## config.mk

```make
export PLATFORM = sky130hd
export DESIGN_NAME = flood_relay_duplicate_filter_top
export DESIGN_NICKNAME = d
export VERILOG_FILES = /design/src/hdl/frdf_pkg.sv /design/src/hdl/flood_relay_duplicate_filter_top.sv /design/src/hdl/frdf_front.sv /design/src/hdl/frdf_back.sv
export SDC_FILE = /design/constraint.sdc
export NUM_CORES = 2
export LEC_CHECK = 0
export ABC_AREA = 1
export ABC_CLOCK_PERIOD_IN_PS = 21300
export BUFFER_PORTS_ARGS = -buffer_cell sky130_fd_sc_hd__buf_2
export CAP_MARGIN = 10
export CORE_MARGIN = 2
export CORE_UTILIZATION = 35
export DETAILED_ROUTE_END_ITERATION = 6
export GPL_ROUTABILITY_DRIVEN = 0
export SLEW_MARGIN = 5
export SYNTH_ARGS = -nofsm -noshare
export SYNTH_HDL_FRONTEND = slang
export SYNTH_SLANG_ARGS = --single-unit
```

## constraint.sdc

```tcl
create_clock -name clk -period 21.3 [get_ports clk]
set_input_delay 2.13 -clock clk [delete_from_list [all_inputs] [get_ports clk]]
set_output_delay 2.13 -clock clk [all_outputs]
set_load 0.05 [all_outputs]
```

## src/hdl/frdf_pkg.sv

```systemverilog
// ----------------------------------------------------------------------------
// frdf_pkg
// Types and constants shared by the flood relay duplicate filter modules.
// ----------------------------------------------------------------------------
package frdf_pkg;

    // Register indexes of the configuration port
    localparam logic [1:0] CFG_OWN_ID         = 2'd0;
    localparam logic [1:0] CFG_SWEEP_INTERVAL = 2'd1;
    localparam logic [1:0] CFG_STALE_AGE      = 2'd2;

    // Reset values of the configuration registers
    localparam logic [47:0] OWN_ID_RST         = 48'd0;
    localparam logic [31:0] SWEEP_INTERVAL_RST = 32'd5000;
    localparam logic [31:0] STALE_AGE_RST      = 32'd10;

    // Verdict codes
    localparam logic [2:0] VERDICT_FWD       = 3'd0;
    localparam logic [2:0] VERDICT_DROP_SELF = 3'd1;
    localparam logic [2:0] VERDICT_DROP_OLD  = 3'd2;
    localparam logic [2:0] VERDICT_DROP_TTL  = 3'd3;
    localparam logic [2:0] VERDICT_TIME      = 3'd4;

    // Action codes
    localparam logic ACTION_PACKET = 1'b0;
    localparam logic ACTION_TIME   = 1'b1;

    localparam int unsigned CNT_W = 5;
    localparam logic [CNT_W-1:0] CNT_MAX = '1;

    typedef struct packed {
        logic               action;
        logic        [47:0] sender_id;
        logic        [31:0] lat_bits;
        logic        [31:0] lon_bits;
        logic        [31:0] stamp;
        logic signed [7:0]  hops_left;
        logic        [31:0] seq_in;
    } in_t;

    typedef struct packed {
        logic [2:0]       verdict;
        logic             not_recorded;
        logic [47:0]      fwd_id;
        logic [31:0]      fwd_lat;
        logic [31:0]      fwd_lon;
        logic [31:0]      fwd_stamp;
        logic [6:0]       fwd_hops;
        logic [31:0]      fwd_seq;
        logic             swept;
        logic [CNT_W-1:0] removed_count;
    } out_t;

    // Classified item passed from the front to the back
    typedef struct packed {
        in_t  pkt;
        logic self_drop;
        logic ttl_drop;
    } job_t;

    // One sender table entry
    typedef struct packed {
        logic [47:0] id;
        logic [31:0] seq;
        logic [31:0] stamp;
    } entry_t;

endpackage

```

## src/hdl/flood_relay_duplicate_filter_top.sv

```systemverilog
// ----------------------------------------------------------------------------
// flood_relay_duplicate_filter_top
// Relay filter for a flooding mesh: drops own, stale-sequence and expired
// packets, records senders in a small table and ages the table out.
// ----------------------------------------------------------------------------
// Usage:
//   Input beats (in_valid / in_stall / in_data) carry either a received packet
//   or a local time update. Every input beat yields exactly one result beat on
//   out_valid / out_stall / out_data, in order.
//   Configuration writes (cfg_valid / cfg_ready / cfg_index / cfg_data) set
//   own_id, sweep_interval and stale_age; cfg_ready is always high. Write them
//   only while no item is in flight.
//   Flow: the table walk reads one entry a cycle from the table memory. A packet
//   goes from the queue through the walk and the decide step to the output
//   register; a packet from this node skips the walk; a time update goes
//   through the sweep check, and through a stale sweep walk when one is due.
//   A two-beat queue sits at the input, so new beats are taken while the back
//   end is busy; in_stall rises only when that queue is full.
//   When the receiver stalls, the result beat is held unchanged in the output
//   register and the back end waits with its next result.
//   Reset empties the table and queue, clears local time and last sweep time,
//   and restores own_id 0, sweep_interval 5000 and stale_age 10.
// ----------------------------------------------------------------------------
module flood_relay_duplicate_filter_top
    import frdf_pkg::*;
#(
    parameter int unsigned TABLE_ENTRIES = 16
)
(
    input  logic        clk,
    input  logic        rst_n,
    input  logic        in_valid,
    output logic        in_stall,
    input  in_t         in_data,
    output logic        out_valid,
    input  logic        out_stall,
    output out_t        out_data,
    input  logic        cfg_valid,
    output logic        cfg_ready,
    input  logic [1:0]  cfg_index,
    input  logic [47:0] cfg_data
);

    logic [47:0] own_id_reg;
    logic [31:0] sweep_interval_reg;
    logic [31:0] stale_age_reg;
    logic        job_valid;
    logic        job_pop;
    job_t        job_data;

    assign cfg_ready = 1'b1;

    // Hold configuration registers
    always_ff @(posedge clk or negedge rst_n)
    begin
        if (!rst_n)
        begin
            own_id_reg         <= OWN_ID_RST;
            sweep_interval_reg <= SWEEP_INTERVAL_RST;
            stale_age_reg      <= STALE_AGE_RST;
        end
        else if (cfg_valid && cfg_ready)
        begin
            unique case (cfg_index)
                CFG_OWN_ID:         own_id_reg         <= cfg_data;
                CFG_SWEEP_INTERVAL: sweep_interval_reg <= cfg_data[31:0];
                CFG_STALE_AGE:      stale_age_reg      <= cfg_data[31:0];
                default:            ;
            endcase
        end
    end

    frdf_front u_front (
        .clk       (clk),
        .rst_n     (rst_n),
        .in_valid  (in_valid),
        .in_stall  (in_stall),
        .in_data   (in_data),
        .own_id    (own_id_reg),
        .job_valid (job_valid),
        .job_pop   (job_pop),
        .job_data  (job_data)
    );

    frdf_back #(
        .TABLE_ENTRIES (TABLE_ENTRIES)
    ) u_back (
        .clk            (clk),
        .rst_n          (rst_n),
        .job_valid      (job_valid),
        .job_pop        (job_pop),
        .job_data       (job_data),
        .sweep_interval (sweep_interval_reg),
        .stale_age      (stale_age_reg),
        .out_valid      (out_valid),
        .out_stall      (out_stall),
        .out_data       (out_data)
    );

endmodule

```

## src/hdl/frdf_front.sv

```systemverilog
// ----------------------------------------------------------------------------
// frdf_front
// Accepts input beats, flags self and time-to-live drops, and holds them in a
// two-entry queue for the back end.
// ----------------------------------------------------------------------------
module frdf_front
    import frdf_pkg::*;
(
    input  logic        clk,
    input  logic        rst_n,
    input  logic        in_valid,
    output logic        in_stall,
    input  in_t         in_data,
    input  logic [47:0] own_id,
    output logic        job_valid,
    input  logic        job_pop,
    output job_t        job_data
);

    localparam int unsigned QUEUE_DEPTH = 2;

    job_t       q_mem_reg [QUEUE_DEPTH];
    logic       wr_ptr_reg;
    logic       rd_ptr_reg;
    logic [1:0] count_reg;
    logic       push;
    logic       pop;
    job_t       job_in;

    // Classify the incoming beat
    always_comb
    begin
        job_in           = '0;
        job_in.pkt       = in_data;
        job_in.self_drop = (in_data.sender_id == own_id);
        job_in.ttl_drop  = in_data.hops_left[7] || (in_data.hops_left == 8'sd0);
    end

    assign in_stall  = (count_reg == 2'(QUEUE_DEPTH));
    assign push      = in_valid && !in_stall;
    assign job_valid = (count_reg != 2'd0);
    assign pop       = job_pop && job_valid;
    assign job_data  = q_mem_reg[rd_ptr_reg];

    // Store the beat
    always_ff @(posedge clk)
    begin
        if (push)
        begin
            q_mem_reg[wr_ptr_reg] <= job_in;
        end
    end

    // Advance pointers and fill level
    always_ff @(posedge clk or negedge rst_n)
    begin
        if (!rst_n)
        begin
            wr_ptr_reg <= 1'b0;
            rd_ptr_reg <= 1'b0;
            count_reg  <= 2'd0;
        end
        else
        begin
            if (push)
            begin
                wr_ptr_reg <= ~wr_ptr_reg;
            end
            if (pop)
            begin
                rd_ptr_reg <= ~rd_ptr_reg;
            end
            if (push && !pop)
            begin
                count_reg <= count_reg + 2'd1;
            end
            else if (pop && !push)
            begin
                count_reg <= count_reg - 2'd1;
            end
        end
    end

endmodule

```

## src/hdl/frdf_back.sv

```systemverilog
// ----------------------------------------------------------------------------
// frdf_back
// Executes queued items against the sender table: walks the table one entry
// a cycle for lookup or stale sweep, updates it, and drives the result beat.
// ----------------------------------------------------------------------------
module frdf_back
    import frdf_pkg::*;
#(
    parameter int unsigned TABLE_ENTRIES = 16
)
(
    input  logic        clk,
    input  logic        rst_n,
    input  logic        job_valid,
    output logic        job_pop,
    input  job_t        job_data,
    input  logic [31:0] sweep_interval,
    input  logic [31:0] stale_age,
    output logic        out_valid,
    input  logic        out_stall,
    output out_t        out_data
);

    localparam int unsigned IDX_W = (TABLE_ENTRIES > 1) ? $clog2(TABLE_ENTRIES) : 1;
    localparam logic [IDX_W-1:0] LAST_IDX = IDX_W'(TABLE_ENTRIES - 1);

    typedef enum logic [2:0] {
        S_IDLE,
        S_TCHK,
        S_SCAN,
        S_DECIDE,
        S_DONE
    } state_t;

    state_t                   state_reg;
    job_t                     job_reg;
    logic [31:0]              local_time_reg;
    logic [31:0]              last_sweep_reg;
    logic                     sweep_reg;
    logic                     issue_on_reg;
    logic [IDX_W-1:0]         issue_idx_reg;
    logic                     chk_vld_reg;
    logic [IDX_W-1:0]         chk_idx_reg;
    logic                     hit_reg;
    logic [IDX_W-1:0]         hit_idx_reg;
    logic [31:0]              hit_seq_reg;
    logic                     free_reg;
    logic [IDX_W-1:0]         free_idx_reg;
    logic [CNT_W-1:0]         removed_reg;
    logic [TABLE_ENTRIES-1:0] valid_reg;
    out_t                     res_reg;
    out_t                     out_reg;
    logic                     out_valid_reg;

    entry_t                   mem [TABLE_ENTRIES];
    entry_t                   rd_data_reg;

    logic                     chk_valid;
    logic                     id_match;
    logic                     stale;
    logic                     remove_now;
    logic [CNT_W-1:0]         removed_next;
    logic                     old_drop;
    logic                     fwd_now;
    logic                     mem_we;
    logic [IDX_W-1:0]         mem_waddr;
    entry_t                   mem_wdata;
    logic                     out_free;
    out_t                     self_res;

    // Compare the entry read back last cycle
    assign chk_valid    = valid_reg[chk_idx_reg];
    assign id_match     = (rd_data_reg.id == job_reg.pkt.sender_id);
    assign stale        = ((local_time_reg - rd_data_reg.stamp) > stale_age);
    assign remove_now   = chk_vld_reg && sweep_reg && chk_valid && stale;
    assign removed_next = (remove_now && (removed_reg != CNT_MAX))
                          ? removed_reg + CNT_W'(1) : removed_reg;

    // Decide on the packet once the walk is over
    assign old_drop  = hit_reg && (job_reg.pkt.seq_in <= hit_seq_reg);
    assign fwd_now   = (state_reg == S_DECIDE) && !old_drop && !job_reg.ttl_drop;
    assign mem_we    = fwd_now && (hit_reg || free_reg);
    assign mem_waddr = hit_reg ? hit_idx_reg : free_idx_reg;

    always_comb
    begin
        mem_wdata       = '0;
        mem_wdata.id    = job_reg.pkt.sender_id;
        mem_wdata.seq   = job_reg.pkt.seq_in;
        mem_wdata.stamp = job_reg.pkt.stamp;
    end

    // Result of a packet from this node
    always_comb
    begin
        self_res         = '0;
        self_res.verdict = VERDICT_DROP_SELF;
    end

    assign out_free  = !out_valid_reg || !out_stall;
    assign job_pop   = (state_reg == S_IDLE) && job_valid;
    assign out_valid = out_valid_reg;
    assign out_data  = out_reg;

    // Sender table: one write and one registered read a cycle
    always_ff @(posedge clk)
    begin
        if (mem_we)
        begin
            mem[mem_waddr] <= mem_wdata;
        end
        if (issue_on_reg)
        begin
            rd_data_reg <= mem[issue_idx_reg];
        end
    end

    // Sequencer, table state and output register
    always_ff @(posedge clk or negedge rst_n)
    begin
        if (!rst_n)
        begin
            state_reg      <= S_IDLE;
            job_reg        <= '0;
            local_time_reg <= '0;
            last_sweep_reg <= '0;
            sweep_reg      <= 1'b0;
            issue_on_reg   <= 1'b0;
            issue_idx_reg  <= '0;
            chk_vld_reg    <= 1'b0;
            chk_idx_reg    <= '0;
            hit_reg        <= 1'b0;
            hit_idx_reg    <= '0;
            hit_seq_reg    <= '0;
            free_reg       <= 1'b0;
            free_idx_reg   <= '0;
            removed_reg    <= '0;
            valid_reg      <= '0;
            res_reg        <= '0;
            out_reg        <= '0;
            out_valid_reg  <= 1'b0;
        end
        else
        begin
            // Drop the output beat once taken, unless the next one replaces it
            if (out_valid_reg && !out_stall && (state_reg != S_DONE))
            begin
                out_valid_reg <= 1'b0;
            end

            // Issue stage of the table walk
            chk_vld_reg <= issue_on_reg;
            chk_idx_reg <= issue_idx_reg;
            if (issue_on_reg)
            begin
                if (issue_idx_reg == LAST_IDX)
                begin
                    issue_on_reg <= 1'b0;
                end
                else
                begin
                    issue_idx_reg <= issue_idx_reg + IDX_W'(1);
                end
            end

            unique case (state_reg)
                S_IDLE:
                begin
                    if (job_valid)
                    begin
                        job_reg   <= job_data;
                        sweep_reg <= 1'b0;
                        hit_reg   <= 1'b0;
                        free_reg  <= 1'b0;
                        if (job_data.pkt.action == ACTION_TIME)
                        begin
                            res_reg        <= '0;
                            local_time_reg <= job_data.pkt.stamp;
                            state_reg      <= S_TCHK;
                        end
                        else if (job_data.self_drop)
                        begin
                            res_reg   <= self_res;
                            state_reg <= S_DONE;
                        end
                        else
                        begin
                            res_reg       <= '0;
                            issue_on_reg  <= 1'b1;
                            issue_idx_reg <= '0;
                            state_reg     <= S_SCAN;
                        end
                    end
                end

                S_TCHK:
                begin
                    res_reg.verdict <= VERDICT_TIME;
                    if ((local_time_reg - last_sweep_reg) >= sweep_interval)
                    begin
                        last_sweep_reg <= local_time_reg;
                        sweep_reg      <= 1'b1;
                        removed_reg    <= '0;
                        issue_on_reg   <= 1'b1;
                        issue_idx_reg  <= '0;
                        state_reg      <= S_SCAN;
                    end
                    else
                    begin
                        state_reg <= S_DONE;
                    end
                end

                S_SCAN:
                begin
                    if (chk_vld_reg)
                    begin
                        if (sweep_reg)
                        begin
                            removed_reg <= removed_next;
                            if (remove_now)
                            begin
                                valid_reg[chk_idx_reg] <= 1'b0;
                            end
                        end
                        else if (chk_valid)
                        begin
                            if (!hit_reg && id_match)
                            begin
                                hit_reg     <= 1'b1;
                                hit_idx_reg <= chk_idx_reg;
                                hit_seq_reg <= rd_data_reg.seq;
                            end
                        end
                        else if (!free_reg)
                        begin
                            free_reg     <= 1'b1;
                            free_idx_reg <= chk_idx_reg;
                        end

                        if (chk_idx_reg == LAST_IDX)
                        begin
                            if (sweep_reg)
                            begin
                                res_reg.swept         <= 1'b1;
                                res_reg.removed_count <= removed_next;
                                state_reg             <= S_DONE;
                            end
                            else
                            begin
                                state_reg <= S_DECIDE;
                            end
                        end
                    end
                end

                S_DECIDE:
                begin
                    priority if (old_drop)
                    begin
                        res_reg.verdict <= VERDICT_DROP_OLD;
                    end
                    else if (job_reg.ttl_drop)
                    begin
                        res_reg.verdict <= VERDICT_DROP_TTL;
                    end
                    else
                    begin
                        res_reg.verdict      <= VERDICT_FWD;
                        res_reg.not_recorded <= !(hit_reg || free_reg);
                        res_reg.fwd_id       <= job_reg.pkt.sender_id;
                        res_reg.fwd_lat      <= job_reg.pkt.lat_bits;
                        res_reg.fwd_lon      <= job_reg.pkt.lon_bits;
                        res_reg.fwd_stamp    <= job_reg.pkt.stamp;
                        res_reg.fwd_hops     <= 7'(job_reg.pkt.hops_left[6:0] - 7'd1);
                        res_reg.fwd_seq      <= job_reg.pkt.seq_in;
                        if (hit_reg || free_reg)
                        begin
                            valid_reg[mem_waddr] <= 1'b1;
                        end
                    end
                    state_reg <= S_DONE;
                end

                S_DONE:
                begin
                    if (out_free)
                    begin
                        out_reg       <= res_reg;
                        out_valid_reg <= 1'b1;
                        state_reg     <= S_IDLE;
                    end
                end

                default:
                begin
                    state_reg <= S_IDLE;
                end
            endcase
        end
    end

endmodule

```

==> impl_metrics.ini <==
[timing]
final.min_clock_period_ns = 5.94
relSlewSlack = 0.222
tns_ns = 0
rsz0062_at_grt = no
max_freq_mhz = 168
hold_viol_final = 0
finalCritPeriodShare = 0.279
slew_viol_final = 0
skew_ns = 0.0887
worst_pin_slew_ns = 1.17
setup_viol = 0

[drt]
drc = 0
ant_nets = 0
drtIter0Drc = 8518
postRouteWirelength_microns = 352000
first_pass_iters = 6
via_per_inst = 5.25
vias = 81990
routedWlPerCell_microns = 22.5

[floorplanning]
dieArea_sq_um = 362000
die_w_microns = 602
start_util = 0.352
core_area_sq_um = 356000
dieHeight_microns = 602
ios = 436
rows = 219

[pwr]
p_comb_frac = 0.027
clkPwrFrac = 0.442
power.density_nw_per_um2 = 88.9
peakVddDrop_v = 0.0000787
seqPwrFrac = 0.530
cellLeakagePower_nw = 51.6
power_switching_w = 0.00266
p_sw_frac = 0.209
p_int_w = 0.0100
total_power_w = 0.0127

[worst_setup_path]
path_class = flop to flop
endpoint_kind = flop
worstPathArrival_ns = 6.37
path_max_fanout = 45
critPathRequiredTime_ns = 21.74
setup.worst_path.start_class = flop
reg2reg_slack_ns = 15.36

[clocking]
clk_pin_slew_ns = 0.06
cts_tree = built
postCtsResizedCells = 0
holdBufCountCts = 0
post_cts_buffers = 0
numCtsBuffers = 319
clock_latency_ns = 0.89
cts_root_buffer = clkbuf_16
ctsLongestPathBuffers = 4
cts.sinks = 3104
htreeDepth = 5

[final_layout]
syn2layout_area_growth_pct = 14.2
largest_reg_flops = 1792
nNetsFinal = 11025
fill_cells = 33683
post_route_cells_drive_above_1_share = 0.125

[global_routing]
track_usage = 0.188
grt_antenna_before_repair = 21
grt_pass1_wl_microns = 518000
grt_max_degree = 197
globalRoute.totalOverflow = 0
grt_pass1_vias = 78102

[logic_synthesis]
synth_top_cells_by_area = edfxtp_1, dfrtp_1, o21ai_0
synth_top_area_frac = 0.547
netlist_instances = 10309
synth-seq-cells = 3104
yosysUniqueCellTypes = 59
ys_seq_area_frac = 0.712
yosysTopAreaCell = edfxtp_1
synth_edf_count = 2276
yosysWarnings = 0
synth_area_sq_um = 125000
avgSynthCellArea_sq_um = 12.1
synthFlopType = edfxtp_1
ys_async_sr_fraction = 0.267
synth_nets = 10714

[outcome]
status = completed

[placement]
dp_hpwl_microns = 202000
io_buffer_count = 434

[job]
max-cap-violations = 0

[hold_path]
min_path_type = flop to flop
-- cell type report --
type	instances	area, sq um	area share
sequential	3104	89100	0.624
multi-input combinational	6118	31900	0.223
clock buffer	413	8820	0.0617
tap	4751	5940	0.0416
timing repair buffer	596	3590	0.0251
inverter	481	1860	0.0130
clock inverter	158	1670	0.0117
antenna	9	22.5	0.000158
-- worst paths after layout --
check | endpoint | from | cells past startpoint
max reg2reg | u_back.mem[13][21] | u_back.job_reg[33] | 13
max | u_back.mem[13][21] | u_back.job_reg[33] | 13
min | u_back.out_data[167] | u_back.res_reg[167] | 1
min in group asynchronous | u_back.res_reg[31] | rst_n | 1
max in group asynchronous | sweep_interval_reg[6] | rst_n | 6
min reg2reg | u_back.out_data[167] | u_back.res_reg[167] | 1
-- stage by stage --
step	instance area [sq um]	instances	setup slack, ns	util	hold WS [ns]
2_1_floorplan	125000	10309	10.56	-	0.375
3_3_place_gp	132000	15050	14.51	0.372	0.450
3_5_place_dp	132000	15050	14.48	0.372	0.453
4_1_cts	143000	15621	15.32	0.402	0.459
5_1_grt	143000	15623	14.82	0.402	0.474
6_report	143000	15630	15.36	0.402	0.459
-- Yosys cell counts, drive strengths merged (11+ instances only) --
cell       n
nor2    1547
a21o      12
a22oi     30
nand2   1405
o31ai    153
a21oi    178
ha       163
nand4    219
o21ai   1341
mux2     209
buf      135
clkbuf   471
inv      479
xor2      56
or2       17
dfrtp    821
nand3     89
edfxtp  2276
o22ai    535
nor3      30
a31oi     11
xnor2     65
-- cells by family after synthesis --
group / synth area share
xor+xnor: 0.00847
fa+ha+maj: 0.0166
simple gates: 0.107
compound gates: 0.103
flops: 0.712
buf+inv: 0.0344
other cells: 0.0000300
mux: 0.0189
-- power by group through the flow --
| stage | Combinational [W] | Sequential (W) | Clock, W |
|---|---|---|---|
| global route | 0.000392 | 0.00674 | 0.00593 |
| CTS | 0.000357 | 0.00673 | 0.00570 |
| detailed placement | 0.000356 | 0.00685 | 0 |
| global placement | 0.000352 | 0.00685 | 0 |
| floorplan | 0.000181 | 0.00689 | 0 |
| finish | 0.000348 | 0.00673 | 0.00562 |
-- cell usage in the layout (no fill, tap or decap), types with 7 or more instances in the layout --
| cell | n |
|---|---|
| edfxtp_1 | 2276 |
| nor2_1 | 1526 |
| nand2_1 | 1399 |
| o21ai_0 | 1310 |
| dfrtp_1 | 815 |
| o22ai_1 | 535 |
| inv_1 | 461 |
| buf_2 | 433 |
| clkbuf_16 | 329 |
| nand4_1 | 218 |
| mux2_2 | 209 |
| a21oi_1 | 177 |
| ha_1 | 163 |
| o31ai_1 | 153 |
| buf_4 | 147 |
| nand3_1 | 82 |
| xnor2_1 | 65 |
| clkbuf_1 | 57 |
| xor2_1 | 56 |
| clkinv_1 | 53 |
| clkinv_2 | 48 |
| o21ai_1 | 31 |
| a22oi_1 | 30 |
| bufinv_16 | 29 |
| clkbuf_8 | 27 |
| nor3_1 | 22 |
| nor2_4 | 17 |
| buf_12 | 15 |
| or2_2 | 13 |
| inv_2 | 12 |
| a21o_1 | 12 |
| a31oi_1 | 11 |
| diode_2 | 9 |
| o21bai_1 | 9 |
| inv_6 | 9 |
| a32o_1 | 8 |
| nor4_1 | 7 |
| nor3_2 | 7 |
| clkinvlp_4 | 7 |
| dfstp_2 | 7 |
-- per-layer routing --
metal / up-vias / part of all wire / global-route usage
li1: 37383 / - / -
met1: 41007 / 0.43 / 0.263
met2: 3067 / 0.47 / 0.306
met3: 531 / 0.071 / 0.0239
met4: 2 / 0.029 / 0.0565
met5: - / 0.000037 / 0
-- worst max-delay path: stages (launching register included) --
cell and delay (ns):
dfrtp_1 0.60, ha_1 0.42, nand2_1 0.08, nor2_1 0.16, nand4_1 0.18, nor3b_2 0.39, nand2_1 0.09, nand2_1 0.07
nand2_1 0.16, nand2_4 0.52, nand3_2 0.74, nor3_2 0.35, buf_4 0.83, buf_4 0.81
(Power assumes the default switching activity.)
